$ cat src/rtl/cvtpc_pkg.sv
// ----------------------------------------------------------------------------
// cvtpc_pkg
// Shared types and constants for the cell versus tetrahedron plane classifier.
// ----------------------------------------------------------------------------
package cvtpc_pkg;

  // number of bounding planes of the clipping tetrahedron
  localparam int unsigned NUM_PLANES = 4;

  // plane register layout: three signed normals, then a signed offset
  localparam int unsigned NORM_W   = 11;
  localparam int unsigned OFFSET_W = 31;
  localparam int unsigned HEIGHT_W = 32;
  localparam int unsigned CFG_W    = 64;
  localparam int unsigned CFG_IDX_W = 3;

  // configuration register indexes
  typedef enum logic [CFG_IDX_W-1:0] {
    REG_PLANE_ZERO  = 3'd0,
    REG_PLANE_ONE   = 3'd1,
    REG_PLANE_TWO   = 3'd2,
    REG_PLANE_THREE = 3'd3,
    REG_HEIGHTS_LO  = 3'd4,
    REG_HEIGHTS_HI  = 3'd5
  } cfg_idx_t;

  // cell classification codes
  typedef enum logic [1:0] {
    CLS_OUT = 2'd0,
    CLS_ON  = 2'd1,
    CLS_IN  = 2'd2
  } label_t;

  // per-vertex plane test results handed to the cell accumulator
  typedef struct packed {
    logic [NUM_PLANES-1:0] below;  // d < 0
    logic [NUM_PLANES-1:0] above;  // d > height
    logic                  degen;
    logic                  last;
  } flags_t;

endpackage

$ cat src/rtl/cvtpc_plane_eval.sv
// ----------------------------------------------------------------------------
// cvtpc_plane_eval
// Signed distance of one vertex to one plane, tested against zero and the
// apex height of that plane.
// ----------------------------------------------------------------------------
module cvtpc_plane_eval #(
  parameter int unsigned COORD_WIDTH = 16
) (
  input  logic signed [COORD_WIDTH-1:0]            vx,
  input  logic signed [COORD_WIDTH-1:0]            vy,
  input  logic signed [COORD_WIDTH-1:0]            vz,
  input  logic        [cvtpc_pkg::CFG_W-1:0]       plane,
  input  logic signed [cvtpc_pkg::HEIGHT_W-1:0]    height,
  output logic                                     below,
  output logic                                     above
);

  // product width and distance width, wide enough to stay exact
  localparam int unsigned PW  = COORD_WIDTH + cvtpc_pkg::NORM_W;
  localparam int unsigned SW  = PW + 3;
  localparam int unsigned DW  = (SW > cvtpc_pkg::HEIGHT_W + 1) ? SW
                                                              : cvtpc_pkg::HEIGHT_W + 1;
  localparam int unsigned NW  = cvtpc_pkg::NORM_W;

  logic signed [NW-1:0]                   nx, ny, nz;
  logic signed [cvtpc_pkg::OFFSET_W-1:0]  offset;
  logic signed [PW-1:0]                   px, py, pz;
  logic signed [DW-1:0]                   distance;

  // unpack the plane register
  assign nx     = $signed(plane[NW-1:0]);
  assign ny     = $signed(plane[2*NW-1:NW]);
  assign nz     = $signed(plane[3*NW-1:2*NW]);
  assign offset = $signed(plane[cvtpc_pkg::CFG_W-1:3*NW]);

  // one multiplier per normal component
  assign px = PW'(nx) * PW'(vx);
  assign py = PW'(ny) * PW'(vy);
  assign pz = PW'(nz) * PW'(vz);

  // d = n . v - offset
  assign distance = DW'(px) + DW'(py) + DW'(pz) - DW'(offset);

  // side tests
  assign below = distance[DW-1];
  assign above = distance > DW'(height);

endmodule

$ cat config.mk
export PLATFORM = sky130hd
export DESIGN_NAME = cvtpc_plane_eval
export DESIGN_NICKNAME = d
export VERILOG_FILES = /design/src/rtl/cvtpc_pkg.sv /design/src/rtl/cvtpc_plane_eval.sv
export SDC_FILE = /design/constraint.sdc
export NUM_CORES = 2
export LEC_CHECK = 0
export BUFFER_PORTS_ARGS = -buffer_cell sky130_fd_sc_hd__buf_4
export CORE_UTILIZATION = 40
export DETAILED_ROUTE_END_ITERATION = 16
export PLACE_DENSITY = 0.55
export SETUP_SLACK_MARGIN = 0.3
export SLEW_MARGIN = 20
export SYNTH_ARGS = -nofsm -noshare
export SYNTH_HDL_FRONTEND = slang
export SYNTH_SLANG_ARGS = --single-unit
export TNS_END_PERCENT = 100
$ cat constraint.sdc
create_clock -name vclk -period 12.55
set_clock_uncertainty 0.1 [all_clocks]
set_input_delay 1.8825 -clock vclk [all_inputs]
set_output_delay 1.8825 -clock vclk [all_outputs]
set_load 0.01 [all_outputs]
* Word level (Yosys, flattened, before mapping)
Index checks and enable logic that the tools add are counted.
** Word-level totals
- Bits in registers :: 0
- Bits of input ports :: 144
- Output and inout bits :: 2
- Word-level logic and storage cells :: 7
** Cells by class
- $add $sub $neg :: 3
- Multiply operators :: 3
- Order comparisons :: 1
** Operator list (number)
- $mul A11 B16 Y27 :: 3
- $gt A32 B32 Y1 :: 1
- $sub A29 B31 Y32 :: 1
- $add A28 B27 Y29 :: 1
- $add A27 B27 Y28 :: 1

* Logic depth before layout (Yosys ltp)
- Depth in word-level cells :: 5
- Gate-level depth with buffers :: 35
- Depth with buffers taken out :: 34

* Worst setup path before layout
OpenSTA, ideal clock, no wires.
- Kind :: input port to output port
- Start point :: in vz[15]
- End point :: out above
- Arrival time :: 9.803 ns
- Required time :: 10.567 ns
- Path slack :: 0.764 ns
- Stages on the path :: 29
- Buffers on the path :: 1
- Cell sequence :: clkbuf_1 > nand2_1 > fa_1 > fa_1 > inv_1 > fa_1 > fa_1 > fa_1 > fa_1 > fa_1 > inv_1 > fa_1 > inv_1 > ha_1 > and3_1 > a21oi_1 > o211ai_1 > or3_1 > a21oi_1 > xnor2_1 > ha_1 > a21o_1 > a21o_1 > a2111oi_2 > o22ai_1 > a221o_1 > a211oi_2 > xnor2_1 > a31oi_1
** On the way
- Cells in the longest elaborated chain, start to end :: 4
** Ends and longest elaborated chain
- from (decl) :: line cvtpc_plane_eval.sv:11 : input logic signed [COORD_WIDTH-1:0] vz,
- $mul A11 B16 Y27 :: line cvtpc_plane_eval.sv:39 : assign pz = PW'(nz) * PW'(vz);
- $add A28 B27 Y29 :: line cvtpc_plane_eval.sv:42 : assign distance = DW'(px) + DW'(py) + DW'(pz) - DW'(offset);
- $sub A29 B31 Y32 :: line cvtpc_plane_eval.sv:42
- $gt A32 B32 Y1 :: line cvtpc_plane_eval.sv:46 : assign above = distance > DW'(height);
- to (decl) :: line cvtpc_plane_eval.sv:15 : output logic above
Every way passes these cells.

* Final worst setup path
- Start point :: in vx[11]
- End point :: out above
** On the way
- Cells in the longest elaborated chain, start to end :: 5
** Ends and longest elaborated chain
- from (decl) :: line cvtpc_plane_eval.sv:9 : input logic signed [COORD_WIDTH-1:0] vx,
- $mul A11 B16 Y27 :: line cvtpc_plane_eval.sv:37 : assign px = PW'(nx) * PW'(vx);
- $add A27 B27 Y28 :: line cvtpc_plane_eval.sv:42
- $add A28 B27 Y29 :: line cvtpc_plane_eval.sv:42
- $sub A29 B31 Y32 :: line cvtpc_plane_eval.sv:42
- $gt A32 B32 Y1 :: line cvtpc_plane_eval.sv:46
Every way passes these cells.

==> qor.txt <==
Status: complete, no violations
Type of origin of the critical path: input pin
CP required: 10.57 ns
Core Util, Final: 0.445
Syn avg cell area: 9.45 sq um
CP arrival: 10.06 ns
Chip Height: 239 um
Synthesized instance count: 2374
Tightest Pin Transition: 0.865 ns
Worst slew margin: 0.419
Vias per inst: 4.78
Worst hold start: height[31]
Cell row count: 86
Via count: 15300
Routability Congestion: 0.829
Setup Crit Path Kind: input pin to output pin
Max-cap violation count: 0
I/O pin count: 146
Final Hold Viols: 0
Ys Warns: 0
Yosys top cell by area: fa_1
PortBufs: 146
Clkbuf count: 0
DRT Wirelength: 54000 um
Seq cells: 0
Min cycle time layout: 12.04 ns
Sink of the worst hold path: above
Largest net degree at the start of global routing: 18
Final HPWL DP: 50500 um
Remaining antenna violation count: 0
Layout cells sized above 1: 0.0917
Final nets: 3438
Top-count cell post-synth: inv_1
Hold crit path type: input pin to output pin
Die area: 57100 sq um
Synth cell types: 45
Syn_nets: 3357
DRC violation total after the first TritonRoute iteration: 545
Fmax: 0.0831 GHz
Dpl cell area: 24200 sq um
Final setup fails: 0
Top cells by count, synth: inv_1, fa_1, nand2_1
Routed WL per cell: 16.9 um
Vias in the first global route: 17300
Slowest cell on the critical path: fa_1
FF+latch area: 0 sq um
Fin. max-slew vios: 0
Starting Density: 0.406
First-pass iteration count of the detailed router: 5
CP Capture Type: output pin
Cts hold-fix bufs: 0
Yosys top cell area share: 0.590
Worst hold path cell count: 7
Initial antenna violation count: 4
Sequential area share after synthesis: 0
DRC: 0
Gr ovfl total: 0
Worst-path fanout max: 11
Post-Syn Area: 22400 sq um
RSZ-0062 raised after global routing: true
Die Wd: 239 um
Ranking of synthesized cells by area: fa_1, inv_1, ha_1
Area Overhead vs Synth: 9.64%
Overall Global Routing Usage: 0.201
Period Utilization, post-route: 0.959
CP max stage delay: 0.54 ns
Core Box Area: 55300 sq um
Design area: 24600 sq um
First-pass GRT wire length: 89100 um
routing by layer:
layer  part of all wire  vias to the layer above  track usage
li1                   -                     6841            -
met1               0.37                     8145        0.238
met2               0.58                      250        0.397
met3              0.031                       52       0.0140
met4              0.020                        6       0.0344
met5            0.00076                        -            0
placed cells by master (no fill, tap or decap), types with 3 or more instances in the layout:
cell	Yosys	final
fa_1	662	651
xor2_1	6	6
and2_1	203	196
nand2b_1	27	27
inv_1	711	701
nand2_1	288	285
nor2b_1	25	25
o21a_1	6	6
buf_8	0	3
ha_4	0	6
and2_4	0	7
nor2_1	28	25
xnor2_1	31	31
o21bai_1	3	3
a21oi_1	26	23
inv_2	0	9
ha_1	177	170
o21ai_0	18	12
a211oi_1	8	7
nor2_2	0	3
and3_1	4	4
nand4_1	7	7
buf_4	0	147
fa_2	0	11
a21oi_2	1	3
a21o_1	19	19
buf_6	0	12
o21ai_1	1	4
nand3_1	6	6
how the worst max path moves through the flow:
stage,to,slack [ns],startpoint,cells after the start
after global placement,above,0.05,plane[1],35
after detailed placement,above,-0.07,plane[1],35
final,above,0.51,vx[11],34
after floorplan,above,0.76,vz[15],29
after global routing,above,0.17,vx[10],32
after CTS,above,0.33,vx[9],34
cell type report:
type	count	area [sq um]
well taps	748	936
multi-input cells	1580	19700
fillers	5556	30700
repair buffers	162	1280
diodes	1	2.50
inverters	711	2670
repair_timing:
action / 4_1_cts / 5_1_grt
setup endpoints to repair: 1 / 1
pin swaps: 8 / 44
gates resized for setup: 27 / 62
cloned: 0 / 0
buffers inserted: 1 / 4
hold endpoints to repair: 0 / 0
through the flow:
step | TNS (ns) | instances | setup WS [ns] | hold WS (ns)
after floorplan | 0 | 2374 | 0.764 | 4.03
after global placement | 0 | 3196 | 0.0501 | 4.34
after detailed placement | -0.0670 | 3196 | -0.0670 | 4.33
after CTS | 0 | 3197 | 0.330 | 4.34
after global routing | 0 | 3201 | 0.175 | 4.41
final | 0 | 3202 | 0.511 | 4.36
worst max-delay path, delay by kind of cell:
kind                     cells  cell delay [ns]
AO/OA/AOI/OAI                9             1.73
AND/OR/NAND/NOR              4             0.80
adder cells (fa/ha/maj)     10             4.54
XOR/XNOR                     2             0.24
buffers and inverters        9             0.84
cell families (layout without fill, tap and decap cells):
family / after synthesis / after routing / share of synthesized area
AO/OA/AOI/OAI: 106 / 106 / 0.0325
AND/OR/NAND/NOR: 598 / 598 / 0.131
adder cells (fa/ha/maj): 839 / 839 / 0.689
other: 0 / 1 / 0
XOR/XNOR: 37 / 37 / 0.0144
buffers and inverters: 794 / 873 / 0.133
Power is not shown: default switching activity piles up to over one toggle a cycle in this logic, so the estimate is an artifact.
