<file path="src/rtl/cvtpc_pkg.sv">
// ----------------------------------------------------------------------------
// cvtpc_pkg
// Shared types and constants for the cell versus tetrahedron plane classifier.
// ----------------------------------------------------------------------------
package cvtpc_pkg;

  // number of bounding planes of the clipping tetrahedron
  localparam int unsigned NUM_PLANES = 4;

  // plane register layout: three signed normals, then a signed offset
  localparam int unsigned NORM_W   = 11;
  localparam int unsigned OFFSET_W = 31;
  localparam int unsigned HEIGHT_W = 32;
  localparam int unsigned CFG_W    = 64;
  localparam int unsigned CFG_IDX_W = 3;

  // configuration register indexes
  typedef enum logic [CFG_IDX_W-1:0] {
    REG_PLANE_ZERO  = 3'd0,
    REG_PLANE_ONE   = 3'd1,
    REG_PLANE_TWO   = 3'd2,
    REG_PLANE_THREE = 3'd3,
    REG_HEIGHTS_LO  = 3'd4,
    REG_HEIGHTS_HI  = 3'd5
  } cfg_idx_t;

  // cell classification codes
  typedef enum logic [1:0] {
    CLS_OUT = 2'd0,
    CLS_ON  = 2'd1,
    CLS_IN  = 2'd2
  } label_t;

  // per-vertex plane test results handed to the cell accumulator
  typedef struct packed {
    logic [NUM_PLANES-1:0] below;  // d < 0
    logic [NUM_PLANES-1:0] above;  // d > height
    logic                  degen;
    logic                  last;
  } flags_t;

endpackage

</file>
<file path="src/rtl/cvtpc_cell_accum.sv">
// ----------------------------------------------------------------------------
// cvtpc_cell_accum
// Folds per-vertex plane flags over one cell and registers the cell label.
// ----------------------------------------------------------------------------
module cvtpc_cell_accum (
  input  logic                      clk,
  input  logic                      rst_n,
  input  logic                      fire,
  input  cvtpc_pkg::flags_t         flags,
  input  logic                      out_tready,
  output logic                      out_tvalid,
  output cvtpc_pkg::label_t         out_label
);

  localparam int unsigned NP = cvtpc_pkg::NUM_PLANES;

  logic [NP-1:0]      all_below_r, all_below_nxt;
  logic [NP-1:0]      all_above_r, all_above_nxt;
  logic               inside_r, inside_nxt;
  logic               degen_r, degen_nxt;
  logic               out_valid_r;
  cvtpc_pkg::label_t  label_r, label_nxt;

  // cell state including the current vertex
  always_comb begin
    all_below_nxt = all_below_r & flags.below;
    all_above_nxt = all_above_r & flags.above;
    inside_nxt    = inside_r & ~(|flags.below);
    degen_nxt     = degen_r | flags.degen;
    priority if (degen_nxt || (|all_below_nxt) || (|all_above_nxt)) begin
      label_nxt = cvtpc_pkg::CLS_OUT;
    end else if (inside_nxt) begin
      label_nxt = cvtpc_pkg::CLS_IN;
    end else begin
      label_nxt = cvtpc_pkg::CLS_ON;
    end
  end

  // accumulate, clear at the end of a cell
  always_ff @(posedge clk) begin
    if (!rst_n) begin
      all_below_r <= '1;
      all_above_r <= '1;
      inside_r    <= 1'b1;
      degen_r     <= 1'b0;
    end else if (fire) begin
      if (flags.last) begin
        all_below_r <= '1;
        all_above_r <= '1;
        inside_r    <= 1'b1;
        degen_r     <= 1'b0;
      end else begin
        all_below_r <= all_below_nxt;
        all_above_r <= all_above_nxt;
        inside_r    <= inside_nxt;
        degen_r     <= degen_nxt;
      end
    end
  end

  // result register
  always_ff @(posedge clk) begin
    if (!rst_n) begin
      out_valid_r <= 1'b0;
    end else if (fire && flags.last) begin
      out_valid_r <= 1'b1;
    end else if (out_tready) begin
      out_valid_r <= 1'b0;
    end
  end

  always_ff @(posedge clk) begin
    if (fire && flags.last) begin
      label_r <= label_nxt;
    end
  end

  assign out_tvalid = out_valid_r;
  assign out_label  = label_r;

endmodule

</file>
<file path="config.mk">
export PLATFORM = sky130hd
export DESIGN_NAME = cvtpc_cell_accum
export DESIGN_NICKNAME = d
export VERILOG_FILES = /design/src/rtl/cvtpc_pkg.sv /design/src/rtl/cvtpc_cell_accum.sv
export SDC_FILE = /design/constraint.sdc
export NUM_CORES = 1
export LEC_CHECK = 0
export BUFFER_PORTS_ARGS = -buffer_cell sky130_fd_sc_hd__buf_2
export CAP_MARGIN = 10
export CORE_AREA = 2 2 39 41
export DETAILED_ROUTE_END_ITERATION = 12
export DIE_AREA = 0 0 41 43
export GPL_TIMING_DRIVEN = 0
export HOLD_SLACK_MARGIN = 0.08
export PLACE_DENSITY = 0.62
export SYNTH_ARGS = -nofsm -noshare
export SYNTH_HDL_FRONTEND = slang
export SYNTH_SLANG_ARGS = --single-unit
</file>
<file path="constraint.sdc">
create_clock -name clk -period 2.7 [get_ports clk]
set_clock_uncertainty 0.15 [all_clocks]
set_input_delay 0.54 -clock clk [delete_from_list [all_inputs] [get_ports clk]]
set_output_delay 0.54 -clock clk [all_outputs]
set_load 0.05 [all_outputs]
</file>
Word-level counts from Yosys, hierarchy flattened:

Index checks and enable logic that the tools add are counted.

* add/sub/neg operators: 0
* multiply operators: 0
* divide/modulo/power cells: 0
* $lt $le $gt $ge: 0
* eq/ne operators: 0
* shift-type cells: 0
* muxes and demuxes: 7
* bitwise operators: 5
* reductions and logical operators: 7

Operators by type and width (count)
* OR reduction 4 bit: 3
* bitwise AND 4 bit: 2
* 2-to-1 mux 4 bit: 2
* 2-to-1 mux 1 bit: 4
* logical OR 1 bit: 2
* 2-to-1 mux 2 bit: 1
* nonzero test 2 bit: 1
* bitwise AND 1 bit: 1
* logical AND 1 bit: 1
* NOT 1 bit: 1
* bitwise OR 1 bit: 1

* bits in registers: 13
* latch bits: 0
* bits in writable memories: 0
* bits in read-only memories: 0
* output and inout port bits: 3
* memories kept: 0

Longest topological paths before layout:

* word-level depth: 4
* gate-level depth with buffers: 4
* depth with buffers taken out: 3

Worst setup path before layout:

No wires, ideal clock.

* kind: input to register
* from: input flags[8] (netlist bit)
* to: register label_r[0], in the netlist out_label[0], data pin
* library setup time: 255 ps
* arrival time: 1037 ps
* required time: 2295 ps
* path slack: 1258 ps
* stages on the path: 3
* path buffers: 0
* path through: nor4_2 -> nand2_1 -> nor3b_2

* word-level cells in the longest chain between the ends: 4
* elaborated cells between the ends (all ways): 8

RTL lines
* start, declared: line cvtpc_cell_accum.sv:9 `input cvtpc_pkg::flags_t flags,`
* OR reduction 4 bit / bitwise AND 4 bit (equally long branches): line cvtpc_cell_accum.sv:28, cvtpc_cell_accum.sv:26
* NOT 1 bit / OR reduction 4 bit (equally long branches): line cvtpc_cell_accum.sv:28, cvtpc_cell_accum.sv:30
* bitwise AND 1 bit / logical OR 1 bit (equally long branches): line cvtpc_cell_accum.sv:28, cvtpc_cell_accum.sv:30
* 2-to-1 mux 2 bit / logical OR 1 bit (equally long branches): line cvtpc_cell_accum.sv:32, cvtpc_cell_accum.sv:30
* end signal, assigned: line cvtpc_cell_accum.sv:74 `label_r <= label_nxt;`
* end, declared: line cvtpc_cell_accum.sv:22 `cvtpc_pkg::label_t label_r, label_nxt;`

Several ways; a longest one is shown, not always the timed one.
A chain may end at the register's enable or synchronous reset.

Worst setup path in the final report:

* from: register out_valid_r, in the netlist out_tvalid
* to: output out_tvalid

RTL lines
* start, declared: line cvtpc_cell_accum.sv:21 `logic out_valid_r;`
* start signal, assigned: line cvtpc_cell_accum.sv:64 `out_valid_r <= 1'b0;`
* start signal, assigned: line cvtpc_cell_accum.sv:66 `out_valid_r <= 1'b1;`
* start signal, assigned: line cvtpc_cell_accum.sv:68 `out_valid_r <= 1'b0;`
* end, declared: line cvtpc_cell_accum.sv:11 `output logic out_tvalid,`

No word-level cell between the ends.

==> impl_metrics.env <==
export IMPL_syn_mean_instance_area_um2=9.89
export IMPL_worst_path_max_fanout=2
export IMPL_dp_slack_ns=1.09
export IMPL_core_um2=1380
export IMPL_drc=0
export IMPL_rrSetupSlack_ns=1.55
export IMPL_portBuffers=16
export IMPL_cp_end_kind="primary output"
export IMPL_area_growth_syn_to_layout_pct=25.1
export IMPL_synth_most_common_cell="nand2_1"
export IMPL_antennaDiodeCount=0
export IMPL_rows=14
export IMPL_hold_viol=0
export IMPL_reg2reg_from="all_above_r[2]$_SDFFE_PN1P_"
export IMPL_fin_crit_sh=0.575
export IMPL_synthArstFlopShare=0
export IMPL_place_area_um2=604
export IMPL_routed_wl_um=931
export IMPL_worstPathArrival_ns=0.86
export IMPL_worstHoldPathType="reg2reg"
export IMPL_die_area_um2=1760
export IMPL_synth_top_cells_by_count="nand2_1 (13), dfxtp_1 (11), o21ai_0 (6)"
export IMPL_fmax_mhz=644
export IMPL_syn_nets=65
export IMPL_setup_violations=0
export IMPL_finalMaxSlewViolations=0
export IMPL_final_area_um2=631
export IMPL_r2r_cells=3
export IMPL_r2r_end="out_label[0]$_SDFFCE_PP0P_"
export IMPL_yosys_area_top_type_share=0.437
export IMPL_cts_root_buf="clkbuf_4"
export IMPL_drt_initial_drc_count=8
export IMPL_fin_crit_ns=1.55
export IMPL_path_depth=1
export IMPL_grt_use_total=0.142
export IMPL_ant_nets=0
export IMPL_cts_hold_buf=0
export IMPL_io_pins=17
export IMPL_fin_setup_tns_ns=0
export IMPL_die_h_um=43
export IMPL_routed_via_density=4.92
export IMPL_grt_overflow=0
export IMPL_drive_above_1_share=0.366
export IMPL_path_cells="buf_2"
export IMPL_crit_slowest_cell="dfxtp_1"
export IMPL_clkTransAtPathRegs_ns=0.08
export IMPL_p_leak_uw=0.000269
export IMPL_hpwl_um=699
export IMPL_antenna_found_initial=0
export IMPL_min_path_cells=2
export IMPL_cts_path_max_buffers=2
export IMPL_cts_max_level=1
export IMPL_slowest_delay_ns=0.33
export IMPL_post_drt_wl_per_cell_um=10.7
export IMPL_numCtsBuffers=3
export IMPL_synth_area_um2=504
export IMPL_path_buf_inv=1
export IMPL_rsz0062_at_grt="no"
export IMPL_final_core_util=0.456
export IMPL_ir_drop_v=0.000225
export IMPL_vias=428
export IMPL_crit_end="out_tvalid"
export IMPL_synth_edf_count=2
export IMPL_grt_max_degree=11
export IMPL_critPathLaunchType="flip-flop"
export IMPL_clk_latency_ns=0.28
export IMPL_syn_inst=51
export IMPL_ys_warn_count=0
export IMPL_ys_top_cells_by_area="dfxtp_1 (44%), edfxtp_1 (12%), nand2_1 (9.7%), o21ai_0 (6.0%), a22oi_1 (4.5%)"
export IMPL_synthDistinctLibCells=20
export IMPL_grt_pass1_wl_mm=1.67
export IMPL_ys_flop_type="dfxtp_1"
export IMPL_crit_type="reg2out"
export IMPL_seq_area_frac_synth=0.556
export IMPL_fillers=138
export IMPL_numClockSinks=13
export IMPL_startpoint="out_tvalid$_SDFFE_PN0P_"
export IMPL_gp_congestion=0.702
export IMPL_yosys_area_top_type="dfxtp_1"
export IMPL_hold_start="all_above_r[1]$_SDFFE_PN1P_"
export IMPL_start_util=0.364
export IMPL_cts_setup_buffers=0
export IMPL_synth_seq_cells=13
export IMPL_crit_family="flip-flops"
export IMPL_slew_headroom=0.836
export IMPL_die_x_um=41
export IMPL_drt_pass1_iterations=4
export IMPL_status="finished, final reports clean"
export IMPL_p_per_area_nw_per_um2=607
export IMPL_max_cap_violations=0
export IMPL_critPathRequiredTime_ns=2.01
export IMPL_nets=86
export IMPL_setup_slack_ns=1.15
export IMPL_grt_pass1_vias=411
export IMPL_worst_slew_pin_slew_ns=0.248
export IMPL_cts_tree="done"
export IMPL_post_cts_resized=0
export IMPL_finalPower_uw=383
-- per-stage QoR --
stage                     instances  hold WS (ns)
after detailed placement         83         0.302
final                            87         0.316
after global routing             87         0.333
after floorplan                  51         0.279
after CTS                        87         0.317
after global placement           83         0.292
-- routing by layer --
layer | routed length (um) | vias to the layer above | global-route usage
met5 | 0 | - | 0
met4 | 14 | 0 | 0.0800
met3 | 49 | 2 | 0.0471
met2 | 449 | 14 | 0.206
met1 | 418 | 196 | 0.175
li1 | - | 216 | -
-- how the worst min path moves through the flow --
stage / to / slack, ns
after floorplan: all_below_r[3]$_SDFFE_PN1P_ / 0.28
after global placement: all_below_r[3]$_SDFFE_PN1P_ / 0.29
after detailed placement: all_below_r[3]$_SDFFE_PN1P_ / 0.30
after CTS: all_below_r[1]$_SDFFE_PN1P_ / 0.32
after global routing: all_below_r[1]$_SDFFE_PN1P_ / 0.33
final: all_above_r[1]$_SDFFE_PN1P_ / 0.32
-- logic make-up (layout without fill, tap and decap cells) --
family,after synthesis,count (layout),synth area share
buffers and inverters,3,23,0.0372
and+or+nand+nor,21,21,0.233
DFF,13,13,0.556
AOI/OAI and AO/OA,14,14,0.174
-- state kept, by name (all words and copies together), names as in the netlist --
| name | count |
|---|---|
| out_tvalid | 1 |
| all_below_r | 4 |
| inside_r | 1 |
| all_above_r | 4 |
| degen_r | 1 |
| out_label | 2 |
-- report_power, final --
part	switching, uW	total [uW]	internal, uW
clock network	65.1	122	57.4
registers	4.69	211	207
logic	28.4	48.7	20.3
total	98.2	383	284
-- cell usage in the layout (no fill, tap or decap), drive strengths merged --
cell type  netlist  layout
nor3b            1       1
buf              1      17
and2             1       1
a21oi            1       1
nand2b           1       1
a21boi           1       1
nor4             1       1
a22oi            3       3
nor3             1       1
edfxtp           2       2
nor2b            1       1
clkbuf           0       4
a211oi           1       1
inv              2       2
dfxtp           11      11
o21ai            8       8
nand3            2       2
nand2           13      13
-- layout make-up --
cell class / count / area [um2] / area share
plain buffers: 1 / 11.3 / 0.0179
flip-flops and latches: 13 / 280 / 0.444
multi-input cells: 35 / 205 / 0.325
repair buffers: 16 / 80.1 / 0.127
well taps: 16 / 20.0 / 0.0317
clock buffers: 4 / 26.3 / 0.0417
inverters: 2 / 7.51 / 0.0119
Note: power is estimated with default switching activity, not from simulation.
